**src/rtl/tbpc_pkg.sv**
```systemverilog
package tbpc_pkg;

  localparam logic [7:0] LONG_PRESS_RESET = 8'd100;

  // Bit positions of the two buttons in the stable level vector
  localparam logic [1:0] MODE_BIT = 2'b01;
  localparam logic [1:0] FUNC_BIT = 2'b10;
  localparam logic [1:0] BOTH_BITS = 2'b11;

  typedef struct packed {
    logic sample_valid;
    logic mode_pressed;
    logic func_pressed;
  } tbpc_in_t;

  typedef struct packed {
    logic mode_short;
    logic func_short;
    logic mode_long;
    logic func_long;
    logic combo_held;
    logic any_held;
  } tbpc_out_t;

endpackage

```
**src/rtl/tbpc_in_stage.sv**
```systemverilog
module tbpc_in_stage (
  input  logic               clk,
  input  logic               rst,
  input  logic               in_valid,
  output logic               in_stall,
  input  tbpc_pkg::tbpc_in_t in_data,
  input  logic               take,
  output logic               full,
  output tbpc_pkg::tbpc_in_t item
);
  import tbpc_pkg::*;

  logic load;

  assign in_stall = full && !take;
  assign load     = in_valid && !in_stall;

  always_ff @(posedge clk) begin
    if (rst) begin
      full <= 1'b0;
    end else if (load) begin
      full <= 1'b1;
    end else if (take) begin
      full <= 1'b0;
    end
  end

  always_ff @(posedge clk) begin
    if (load) begin
      item <= in_data;
    end
  end

endmodule

```
**src/rtl/tbpc_core.sv**
```systemverilog
module tbpc_core (
  input  logic                clk,
  input  logic                rst,
  input  logic                cfg_we,
  input  logic [7:0]          cfg_wdata,
  input  logic                step,
  input  tbpc_pkg::tbpc_in_t  item,
  output tbpc_pkg::tbpc_out_t result
);
  import tbpc_pkg::*;

  logic [7:0] long_press_ticks;
  logic [1:0] stable_levels, stable_levels_next;
  logic       change_pending, change_pending_next;
  logic       mode_held_flag, mode_held_flag_next;
  logic       func_held_flag, func_held_flag_next;
  logic       combo_flag, combo_flag_next;
  logic       timing_flag, timing_flag_next;
  logic [7:0] hold_ticks, hold_ticks_next;
  logic [1:0] raw;
  logic [1:0] diff;
  logic       m_short, f_short, m_long, f_long;

  assign raw  = {item.func_pressed, item.mode_pressed};
  assign diff = raw ^ stable_levels;

  always_comb begin
    stable_levels_next  = stable_levels;
    change_pending_next = change_pending;
    mode_held_flag_next = mode_held_flag;
    func_held_flag_next = func_held_flag;
    combo_flag_next     = combo_flag;
    timing_flag_next    = timing_flag;
    hold_ticks_next     = hold_ticks;
    m_short = 1'b0;
    f_short = 1'b0;
    m_long  = 1'b0;
    f_long  = 1'b0;

    if (item.sample_valid) begin
      if (raw != stable_levels) begin
        hold_ticks_next = '0;
        if (change_pending) begin
          change_pending_next = 1'b0;
          stable_levels_next  = raw;
          case (diff)
            MODE_BIT: begin
              if (raw[0]) begin
                mode_held_flag_next = 1'b1;
                if (func_held_flag) begin
                  combo_flag_next = 1'b1;
                end
                timing_flag_next = 1'b1;
              end else begin
                m_short             = mode_held_flag;
                mode_held_flag_next = 1'b0;
                combo_flag_next     = 1'b0;
                timing_flag_next    = 1'b0;
              end
            end
            FUNC_BIT: begin
              if (raw[1]) begin
                func_held_flag_next = 1'b1;
                if (mode_held_flag) begin
                  combo_flag_next = 1'b1;
                end
                timing_flag_next = 1'b1;
              end else begin
                f_short             = func_held_flag;
                func_held_flag_next = 1'b0;
                combo_flag_next     = 1'b0;
                timing_flag_next    = 1'b0;
              end
            end
            default: begin
              // both levels moved together
              if (raw == BOTH_BITS) begin
                combo_flag_next  = 1'b1;
                timing_flag_next = 1'b1;
              end else begin
                combo_flag_next     = 1'b0;
                mode_held_flag_next = 1'b0;
                func_held_flag_next = 1'b0;
                timing_flag_next    = 1'b0;
              end
            end
          endcase
        end else begin
          change_pending_next = 1'b1;
        end
      end else begin
        change_pending_next = 1'b0;
      end

      // timer runs after the change handling of the same tick
      if (timing_flag_next) begin
        hold_ticks_next = hold_ticks_next + 8'd1;
        if (hold_ticks_next >= long_press_ticks) begin
          hold_ticks_next  = '0;
          timing_flag_next = 1'b0;
          if (mode_held_flag_next) begin
            mode_held_flag_next = 1'b0;
            m_long = 1'b1;
          end else if (func_held_flag_next) begin
            func_held_flag_next = 1'b0;
            f_long = 1'b1;
          end
        end
      end else begin
        hold_ticks_next = '0;
      end
    end
  end

  assign result.mode_short = m_short;
  assign result.func_short = f_short;
  assign result.mode_long  = m_long;
  assign result.func_long  = f_long;
  assign result.combo_held = combo_flag_next;
  assign result.any_held   = timing_flag_next;

  always_ff @(posedge clk) begin
    if (rst) begin
      long_press_ticks <= LONG_PRESS_RESET;
    end else if (cfg_we) begin
      long_press_ticks <= cfg_wdata;
    end
  end

  always_ff @(posedge clk) begin
    if (rst) begin
      stable_levels  <= '0;
      change_pending <= 1'b0;
      mode_held_flag <= 1'b0;
      func_held_flag <= 1'b0;
      combo_flag     <= 1'b0;
      timing_flag    <= 1'b0;
      hold_ticks     <= '0;
    end else if (step) begin
      stable_levels  <= stable_levels_next;
      change_pending <= change_pending_next;
      mode_held_flag <= mode_held_flag_next;
      func_held_flag <= func_held_flag_next;
      combo_flag     <= combo_flag_next;
      timing_flag    <= timing_flag_next;
      hold_ticks     <= hold_ticks_next;
    end
  end

endmodule

```
**src/rtl/tbpc_out_stage.sv**
```systemverilog
module tbpc_out_stage (
  input  logic                clk,
  input  logic                rst,
  input  logic                load,
  input  tbpc_pkg::tbpc_out_t result,
  output logic                ready,
  output logic                out_valid,
  input  logic                out_stall,
  output tbpc_pkg::tbpc_out_t out_data
);
  import tbpc_pkg::*;

  // a new result may enter while the held one leaves in the same cycle
  assign ready = !out_valid || !out_stall;

  always_ff @(posedge clk) begin
    if (rst) begin
      out_valid <= 1'b0;
    end else if (load) begin
      out_valid <= 1'b1;
    end else if (!out_stall) begin
      out_valid <= 1'b0;
    end
  end

  always_ff @(posedge clk) begin
    if (load) begin
      out_data <= result;
    end
  end

endmodule

```
**src/rtl/two_button_press_classifier.sv**
```systemverilog
// Channel | Direction | Handshake             | Payload
// input   | in        | in_valid / in_stall   | in_data  (tbpc_in_t)
// output  | out       | out_valid / out_stall | out_data (tbpc_out_t)
// config  | in        | cfg_we                | cfg_wdata (long_press_ticks)
//
// One transaction per clock cycle sustained while out_stall is low; an accepted input
// passes the input register, then the result register, before it is valid at out_data.
// The classifier state is updated as an item moves into the result register.
// Synchronous reset clears both stages and all press state; limit returns to 100.
// An output stall backs up through the result register to in_stall.
module two_button_press_classifier (
  input  logic                clk,
  input  logic                rst,
  input  logic                in_valid,
  output logic                in_stall,
  input  tbpc_pkg::tbpc_in_t  in_data,
  output logic                out_valid,
  input  logic                out_stall,
  output tbpc_pkg::tbpc_out_t out_data,
  input  logic                cfg_we,
  input  logic [7:0]          cfg_wdata
);
  import tbpc_pkg::*;

  logic      in_full;
  logic      out_ready;
  logic      step;
  tbpc_in_t  item;
  tbpc_out_t result;

  assign step = in_full && out_ready;

  tbpc_in_stage u_in (
    .clk      (clk),
    .rst      (rst),
    .in_valid (in_valid),
    .in_stall (in_stall),
    .in_data  (in_data),
    .take     (step),
    .full     (in_full),
    .item     (item)
  );

  tbpc_core u_core (
    .clk       (clk),
    .rst       (rst),
    .cfg_we    (cfg_we),
    .cfg_wdata (cfg_wdata),
    .step      (step),
    .item      (item),
    .result    (result)
  );

  tbpc_out_stage u_out (
    .clk       (clk),
    .rst       (rst),
    .load      (step),
    .result    (result),
    .ready     (out_ready),
    .out_valid (out_valid),
    .out_stall (out_stall),
    .out_data  (out_data)
  );

endmodule

```
**config.mk**
```make
export PLATFORM = sky130hd
export DESIGN_NAME = two_button_press_classifier
export DESIGN_NICKNAME = d
export VERILOG_FILES = /design/src/rtl/tbpc_pkg.sv /design/src/rtl/tbpc_in_stage.sv /design/src/rtl/tbpc_core.sv /design/src/rtl/tbpc_out_stage.sv /design/src/rtl/two_button_press_classifier.sv
export SDC_FILE = /design/constraint.sdc
export NUM_CORES = 1
export LEC_CHECK = 0
export BUFFER_PORTS_ARGS = -buffer_cell sky130_fd_sc_hd__buf_2
export CAP_MARGIN = 20
export CELL_PAD_IN_SITES_DETAIL_PLACEMENT = 1
export CELL_PAD_IN_SITES_GLOBAL_PLACEMENT = 1
export CORE_MARGIN = 2
export CORE_UTILIZATION = 44
export DETAILED_ROUTE_END_ITERATION = 16
export PLACE_DENSITY = 0.84
export SLEW_MARGIN = 20
export SYNTH_ARGS = -nofsm -noshare
export SYNTH_HDL_FRONTEND = slang
export SYNTH_SLANG_ARGS = --single-unit
```
**constraint.sdc**
```tcl
create_clock -name clk -period 4.4 [get_ports clk]
set_input_delay 0.88 -clock clk [delete_from_list [all_inputs] [get_ports clk]]
set_output_delay 0.88 -clock clk [all_outputs]
set_load 0.05 [all_outputs]
```
Word-level counts from Yosys, hierarchy flattened
Cells that the tools add are included.
Widths: inputs -> output; s select.
- register bits after elaboration: 34
- latch bits: 0
- bits in writable memories: 0
- bits in read-only memories: 0
- bits of input ports: 16
- output and inout port bits: 8
- memories: 0
- add/sub/neg operators: 1
- multipliers: 0
- divide/modulo/power cells: 0
- $lt $le $gt $ge: 1
- eq/ne operators: 5
- shifts and indexed selects: 0
- multiplexer cells: 45
- bitwise logic cells: 8
- reduce and logical (&&, ||, !) cells: 15
- operators with widths (kind ; count):
    $mux 1 ; 37
    $mux 8 ; 4
    $reduce_or 5->1 ; 2
    $add 8x1->8 const B ; 1
    $ge 8x8->1 ; 1
    $pmux 1 s2 ; 4
    $not 1->1 ; 7
    $eq 2x2->1 const B ; 2
    $logic_not 1->1 ; 4
    $reduce_and 4->1 ; 1
    $reduce_or 4->1 ; 1
    $logic_and 1x1->1 ; 3
    $reduce_and 3->1 ; 1
    $eq 2x1->1 const B ; 1
    $ne 2x1->1 const B ; 1
    $ne 2x2->1 ; 1
    $reduce_and 2->1 ; 1
    $reduce_bool 2->1 ; 1
    $xor 2x2->2 ; 1
    $logic_or 1x1->1 ; 1

Depth between registers and ports, before layout
Gate-level depths: netlist of run 1.
- depth in word-level cells: 9
- gate-level depth with buffers: 14
- mapped depth without buffers: 13

Modules after synthesis
From an unflattened synthesis of run 1, not the netlist that was laid out.
- cells, all modules: 204
- area, all modules: 1881.8 µm²
- by module, submodules not included (module ; times used ; cells each ; area each (µm²) ; seq. area each (µm²)):
    tbpc_core ; 1 ; 186 ; 1522.7 ; 460.4
    tbpc_out_stage ; 1 ; 10 ; 212.7 ; 200.2
    tbpc_in_stage ; 1 ; 7 ; 140.1 ; 110.1
    two_button_press_classifier ; 1 ; 1 ; 6.3 ; 0.0

Worst setup path after synthesis of run 1
No wires, ideal clock.
- path kind: flip-flop to flip-flop
- start: register u_in.item[0] (netlist name)
- end: register u_core.hold_ticks[3]
- setup time: 96 ps
- arrival: 3146 ps
- slack: 1158 ps
- stages on the path, launching flop included: 15
- cell sequence: edfxtp_1 -> clkbuf_1 -> xnor2_1 -> ha_1 -> and2_1 -> ha_1 -> nand4_1 -> xor2_1 -> nor2_1 -> ha_1 -> a21oi_1 -> nand2_1 -> a21oi_1 -> nand3_4 -> o41ai_2
- word-level cells in the longest chain between the ends: 7
- elaborated cells on any way between the ends: 17
- ends and longest elaborated chain (what ; line ; RTL):
    $ne 2x2->1 (tied with other cells) ; tbpc_core.sv:41 ; if (raw != stable_levels) begin
    $mux 8 (tied with other cells) ; tbpc_core.sv:41 ;
    $mux 8 / $pmux 1 s2 (equally long branches) ; tbpc_core.sv:40, tbpc_core.sv:46 ;
    $add 8x1->8 / $mux 1 (equally long branches) ; tbpc_core.sv:97, tbpc_core.sv:43 ;
    $ge 8x8->1 / $mux 1 (equally long branches) ; tbpc_core.sv:98, tbpc_core.sv:41 ;
    $mux 8 / $mux 1 (equally long branches) ; tbpc_core.sv:98, tbpc_core.sv:40 ;
    $mux 8 * ; tbpc_core.sv:96 ; if (timing_flag_next) begin
    to (signal assigned) ; tbpc_core.sv:146 ; hold_ticks <= hold_ticks_next;
    to (decl) ; tbpc_core.sv:19 ; logic [7:0] hold_ticks, hold_ticks_next;
Every way passes the cells marked *; elsewhere a longest branch is shown, timed or not. The select of a mux whose other input is x is not followed.
A chain may end at the register's enable or synchronous reset.

Final worst setup path of run 1
- start: register u_in.item[0] (netlist name)
- end: register u_core.hold_ticks[0]
- word-level cells in the longest chain between the ends: 7
- elaborated cells on any way between the ends: 17
- ends and longest elaborated chain (what ; line):
    $ne 2x2->1 (tied with other cells) ; tbpc_core.sv:41
    $mux 8 (tied with other cells) ; tbpc_core.sv:41
    $mux 8 / $pmux 1 s2 (equally long branches) ; tbpc_core.sv:40, tbpc_core.sv:46
    $add 8x1->8 / $mux 1 (equally long branches) ; tbpc_core.sv:97, tbpc_core.sv:43
    $ge 8x8->1 / $mux 1 (equally long branches) ; tbpc_core.sv:98, tbpc_core.sv:41
    $mux 8 / $mux 1 (equally long branches) ; tbpc_core.sv:98, tbpc_core.sv:40
    $mux 8 * ; tbpc_core.sv:96
Marked as above.

==> metrics.yaml, run 1 <==
insertedDiodeCount: 0
via_count: 1484
hold_viol_final: 0
regArea_um2: 771
fin_worst_skew_ps: 8.40
crit_fanout: 10
dp_cells: 257
drc: 0
clock-sinks: 34
track_usage_pct: 20.5
cts_tree: "yes"
cts-root-buf: "clkbuf_8"
clk_latency_ps: 300
routedWlPerCell_um: 15.5
place.gp.congestion: 0.859
grt_overflow: 0
met2_usage_pct: 31.9
worstMarginPinSlew_ps: 596
cts_resized: 0
die-height_um: 68.8
grt_max_degree: 18
min_path_type: "flop to flop"
syn-instance-count: 190
hold_ws_ps: 489
ys_seq_area_share_pct: 41.8
ctsHoldBuffers: 0
portBuffers: 23
p_leak_uw: 0.000866
crit_path_end_kind: "flop"
path_class: "flop to flop"
post_drt_via_cell_ratio: 5.60
numCtsBuffers: 5
avgSynthCellArea_um2: 9.71
drive_gt1_share_pct: 20.5
synth_edf_count: 9
boundaryPins: 24
area_delta_synth_final_pct: 12.9
netlist_area_mm2: 0.00185
cp.arrival_ps: 3900
post-cts-setup-buffers: 0
worstSetupStartpointType: "flop"
required_ps: 4590
use_met3_pct: 6.01
grt.busiest_layer: "met2"
place_area_mm2: 0.00200
synth_top_area_share_pct: 27.1
placementRows: 23
antenna_found_initial: 0
p_per_area_mw_per_mm2: 305
power_frac_comb_pct: 11.4
antenna_left: 0
firstDrtPassIters: 4
drt_first_iter_violations: 36
initial_core_util_pct: 45.8
grt_use_met1_pct: 26.6
stdcell_area_mm2: 0.00208
routed_wl_um: 4110
yosys.cell_count.top_type: "dfxtp_1"
yosysTopAreaCell: "dfxtp_1"
fillCellCount: 486
setup_violations: 0
fin_cells: 265
rsz0062_at_grt: "false"
final.min_clock_period_ps: 3710
clockBufferDepth: 2
async_reset_ff_share_pct: 0
grt_pass1_wl_um: 6970
ys_ff_latch: 34
netlist_top_cells_area: "dfxtp_1 27%, edfxtp_1 15%, ha_1 8.1%, o41ai_2 5.3%, mux2i_1 3.8%"
yosys_most_used_dff: "dfxtp_1"
p_clk_share_pct: 35.1
syn_nets: 218
fin_crit_sh_pct: 84.4
switchingPower_uw: 170
core_mm2: 0.00403
p_seq_share_pct: 53.5
synthTopCellsByCount: "25 x dfxtp_1, 18 x nor2_1, 15 x nand2_1"
yosysWarningCount: 0
synth.distinct_cells: 42
nets: 242
max_clock_freq_mhz: 269
post-dp-hpwl_um: 3020
status: "completed"
grt_pass1_vias: 1472
swShare_pct: 26.8
p_int_uw: 465
maxSlewViolCount: 0
h-tree-depth: 2
multiInputGateArea_um2: 991
clkTransAtPathRegs_ps: 60
maxCapViolCount: 0
setup_tns_ps: 0
fp.dieW_um: 68.8
slew_headroom_pct: 60.2
die_area_mm2: 0.00473
ir_drop_uv: 178
==> power groups by stage <==
stage / clock, uW / combinational [uW] / sequential [uW]
CTS: 226 / 73.0 / 339
floorplan: 0 / 44.4 / 352
detailed placement: 0 / 72.6 / 346
global route: 241 / 80.5 / 341
global placement: 0 / 70.6 / 346
finish: 223 / 72.4 / 340
==> flip-flops by register name, summed over array words and instances, names as in the netlist <==
name,flops
u_out.out_data,6
u_in.item,3
u_in.full,1
u_core.long_press_ticks,8
u_core.stable_levels,2
u_out.out_valid,1
u_core.timing_flag,1
u_core.hold_ticks,8
u_core.change_pending,1
u_core.combo_flag,1
u_core.func_held_flag,1
u_core.mode_held_flag,1
==> critical path: stages (launching register included) <==
cell	delay (ps)
edfxtp_1	540
xnor2_1	310
ha_1	370
and2_1	290
ha_1	240
nand4_1	130
xor2_1	240
nor2_1	80
ha_1	320
a21oi_1	170
nand2_1	80
a21oi_1	290
nand3_4	210
o41ai_2	340
==> cell type report <==
cell class	count	area share (%)
clock inverter	2	0.420
inverter	15	2.70
timing repair buffer	24	5.88
sequential	34	37.0
multi-input combinational	134	47.5
tap	50	3.00
clock buffer	6	3.48
==> cell usage in the layout (no fill, tap or decap), types with 2 or more instances in the layout <==
master    instances
o41ai_2           6
ha_1             12
clkbuf_8          5
nand3_1          14
nor2b_1           3
a21oi_1           5
inv_1            14
xnor2_1           3
xor2_1            5
o21ai_1           3
a32o_1            3
buf_2            23
o211ai_1          5
a32oi_1           2
nor3_1            3
edfxtp_1          9
nor2_1           18
nand4_1           4
and2_1            5
dfxtp_1          25
mux2i_1           7
and3_1            3
nand2_1          15
a221oi_1          2
==> metrics by stage <==
stage	setup slack (ps)	utilization, %	total power, uW
floorplan	1160	-	397
global placement	948	49.7	417
detailed placement	720	49.7	419
CTS	691	51.7	639
global route	315	51.7	662
finish	688	51.7	635
==> path summary, 6_finish.rpt <==
path         slack, ps                    endpoint  depth (start not counted)                       start
max                690        u_core.hold_ticks[0]                         13                u_in.item[0]
min                490  u_core.long_press_ticks[2]                          2  u_core.long_press_ticks[2]
max reg2reg        690        u_core.hold_ticks[0]                         13                u_in.item[0]
min reg2reg        490  u_core.long_press_ticks[2]                          2  u_core.long_press_ticks[2]
==> per-layer routing <==
metal / part of all wire [%] / up-vias
met4: 2.0 / 0
li1: - / 735
met5: 0 / -
met2: 47 / 20
met3: 3.3 / 8
met1: 48 / 721
==> logic make-up after synthesis <==
logic type      Yosys count  synth area share, %
simple gates             69                 19.5
compound gates           37                 17.9
flops                    34                 41.8
buf+inv                  22                 4.54
fa+ha+maj                12                 8.14
xor+xnor                  8                 3.80
mux                       8                 4.41
No activity file was read; power rests on OpenSTA's default activity.
==> run 2, diff against run 1 <==
Settings changed: CORE_UTILIZATION 44 to 40, PLACE_DENSITY 0.84 to 0.8.
Clock period 4.4 ns to 3.4 ns, I/O delays scaled along.
==> run 2 against run 1 <==
Net effect: via count fell by 0.34%; global-route usage fell by 3.4 points; cell count rose by 2.3%; worst setup slack got worse by 470 ps; power rose by 29%.
==> metrics.yaml, run 2 (synthesis gave the netlist of run 1 again) <==
clockBufferDepth: 2  # unchanged
finalWorstSetupSlack_ps: 218  # was 688 ps
clkTransAtPathRegs_ps: 70  # was 60 ps
drc: 0  # unchanged
worstSetupStartpointType: "flop"  # unchanged
die-height_um: 71.9  # was 68.8 um
numCtsBuffers: 5  # unchanged
routedWlPerCell_um: 15.3  # was 15.5 um
final_cell_mix: "25 x dfxtp_1, 23 x buf_2, 18 x nor2_1"  # unchanged
fillCellCount: 503  # was 486
h-tree-depth: 2  # unchanged
rsz0062_at_grt: "false"  # unchanged
cp.arrival_ps: 3360  # was 3900 ps
worstMarginPinSlew_ps: 602  # was 596 ps
clock-sinks: 34  # unchanged
antenna_found_initial: 0  # unchanged
initial_core_util_pct: 41.8  # was 45.8%
routed_wl_um: 4140  # was 4110 um
wl_met3_um: 122  # was 137 um
wl_met1_um: 1980  # was 1970 um
final.min_clock_period_ps: 3180  # was 3710 ps
fin_crit_sh_pct: 93.6  # was 84.4%
maxSlewViolCount: 0  # unchanged
nets: 246  # was 242
clk_latency_ps: 280  # was 300 ps
reg.largest.list: "u_core.hold_ticks x8, u_core.long_press_ticks x8, u_out.out_data x6"  # unchanged
ir_drop_uv: 247  # was 178 uV
routed.top_layer: "met4"  # unchanged
drt_first_iter_violations: 49  # was 36
slew_headroom_pct: 59.8  # was 60.2%
boundaryPins: 24  # unchanged
max_clock_freq_mhz: 314  # was 269 MHz
regArea_um2: 771  # unchanged
multiInputGateArea_mm2: 0.00101  # was 991 um^2
drive_gt1_share_pct: 23.3  # was 20.5%
maxCapViolCount: 0  # unchanged
cts-root-buf: "clkbuf_8"  # unchanged
core_mm2: 0.00441  # was 0.00403 mm^2
dp_slack_ps: 142  # was 720 ps
die_area_mm2: 0.00517  # was 0.00473 mm^2
post-cts-setup-buffers: 0  # unchanged
min_path_type: "flop to flop"  # unchanged
grt_overflow: 0  # unchanged
portBuffers: 23  # unchanged
area_delta_synth_final_pct: 15.7  # was 12.9%
p_per_area_mw_per_mm2: 385  # was 305 mW/mm^2
cts_tree: "yes"  # unchanged
insertedDiodeCount: 0  # unchanged
hold_viol_final: 0  # unchanged
p_leak_uw: 0.000897  # was 0.000866 uW
setup_tns_ps: 0  # unchanged
final_common_cell: "dfxtp_1"  # unchanged
place.gp.congestion: 0.797  # was 0.859
wl_met2_um: 1960  # was 1910 um
post-dp-hpwl_um: 3000  # was 3020 um
fin_worst_skew_ps: 5.33  # was 8.40 ps
placementRows: 24  # was 23
post_drt_via_cell_ratio: 5.46  # was 5.60
grt_pass1_wl_um: 6890  # was 6970 um
crit_fanout: 10  # unchanged
fp.dieW_um: 71.9  # was 68.8 um
grt_max_degree: 18  # unchanged
track_usage_pct: 17.1  # was 20.5%
crit_path_end_kind: "flop"  # unchanged
stdcell_area_mm2: 0.00214  # was 0.00208 mm^2
status: "completed"  # unchanged
grt_pass1_vias: 1429  # was 1,472
setup_violations: 0  # unchanged
antenna_left: 0  # unchanged
required_ps: 3580  # was 4590 ps
firstDrtPassIters: 4  # unchanged
path_class: "flop to flop"  # unchanged
place_area_mm2: 0.00204  # was 0.00200 mm^2
via_count: 1479  # was 1,484
[run 2: cell count changes in the layout (fill, tap and decap cells not counted), sizes merged]
| cell | change |
|---|---|
| buf | +4 |
[run 2: worst paths after layout]
kind	start	to	slack [ps]	cells past startpoint
max	u_in.item[1]	u_core.hold_ticks[3]	220	13
min	u_core.timing_flag	u_core.timing_flag	480	2
max reg2reg	u_in.item[1]	u_core.hold_ticks[3]	220	13
min reg2reg	u_core.timing_flag	u_core.timing_flag	480	2
[run 2: routing by layer]
metal | up-vias | track usage [%]
met1 | 705 | 22.8
met3 | 6 | 3.19
met2 | 28 | 27.4
met5 | - | 0
li1 | 740 | -
met4 | 0 | 6.92
[run 2: critical path, cell delays in order, from the launching register on]
cell and delay [ps]:
edfxtp_1 440, xnor2_2 210, ha_1 240, and2_1 170, ha_1 220, nand4_1 120, xor2_1 250, nor2_1 70
ha_1 310, a21oi_1 160, nand2_1 100, a21oi_2 230, nand3_4 190, o41ai_2 360
[run 2: final cells by class]
class                   count  share of cell area (%)
clock buffers               6                    3.40
clock inverters             2                   0.410
inverters                  15                    2.64
multi-input cells         134                    47.3
flip-flops and latches     34                    36.1
well taps                  52                    3.05
repair buffers             28                    7.15
[run 2: report_power, final]
group,switching [uW],internal [uW]
registers,8.01,429
clock network,145,141
logic,65.2,34.7
[run 2: through the flow]
stage / std cells / util (%) / power (uW) / hold WS (ps)
after detailed placement: 263 / 46.1 / 545 / 473
after CTS: 271 / 48.0 / 834 / 484
after global routing: 271 / 48.4 / 869 / 510
after floorplan: 190 / - / 513 / 444
final: 271 / 48.4 / 822 / 481
after global placement: 263 / 46.1 / 541 / 465
[run 2: repair_timing]
| item | 4_1_cts | 5_1_grt |
|---|---|---|
| setup endpoints to repair | 0 | 8 |
| resized for setup | 0 | 3 |
| hold buffers | 0 | 0 |
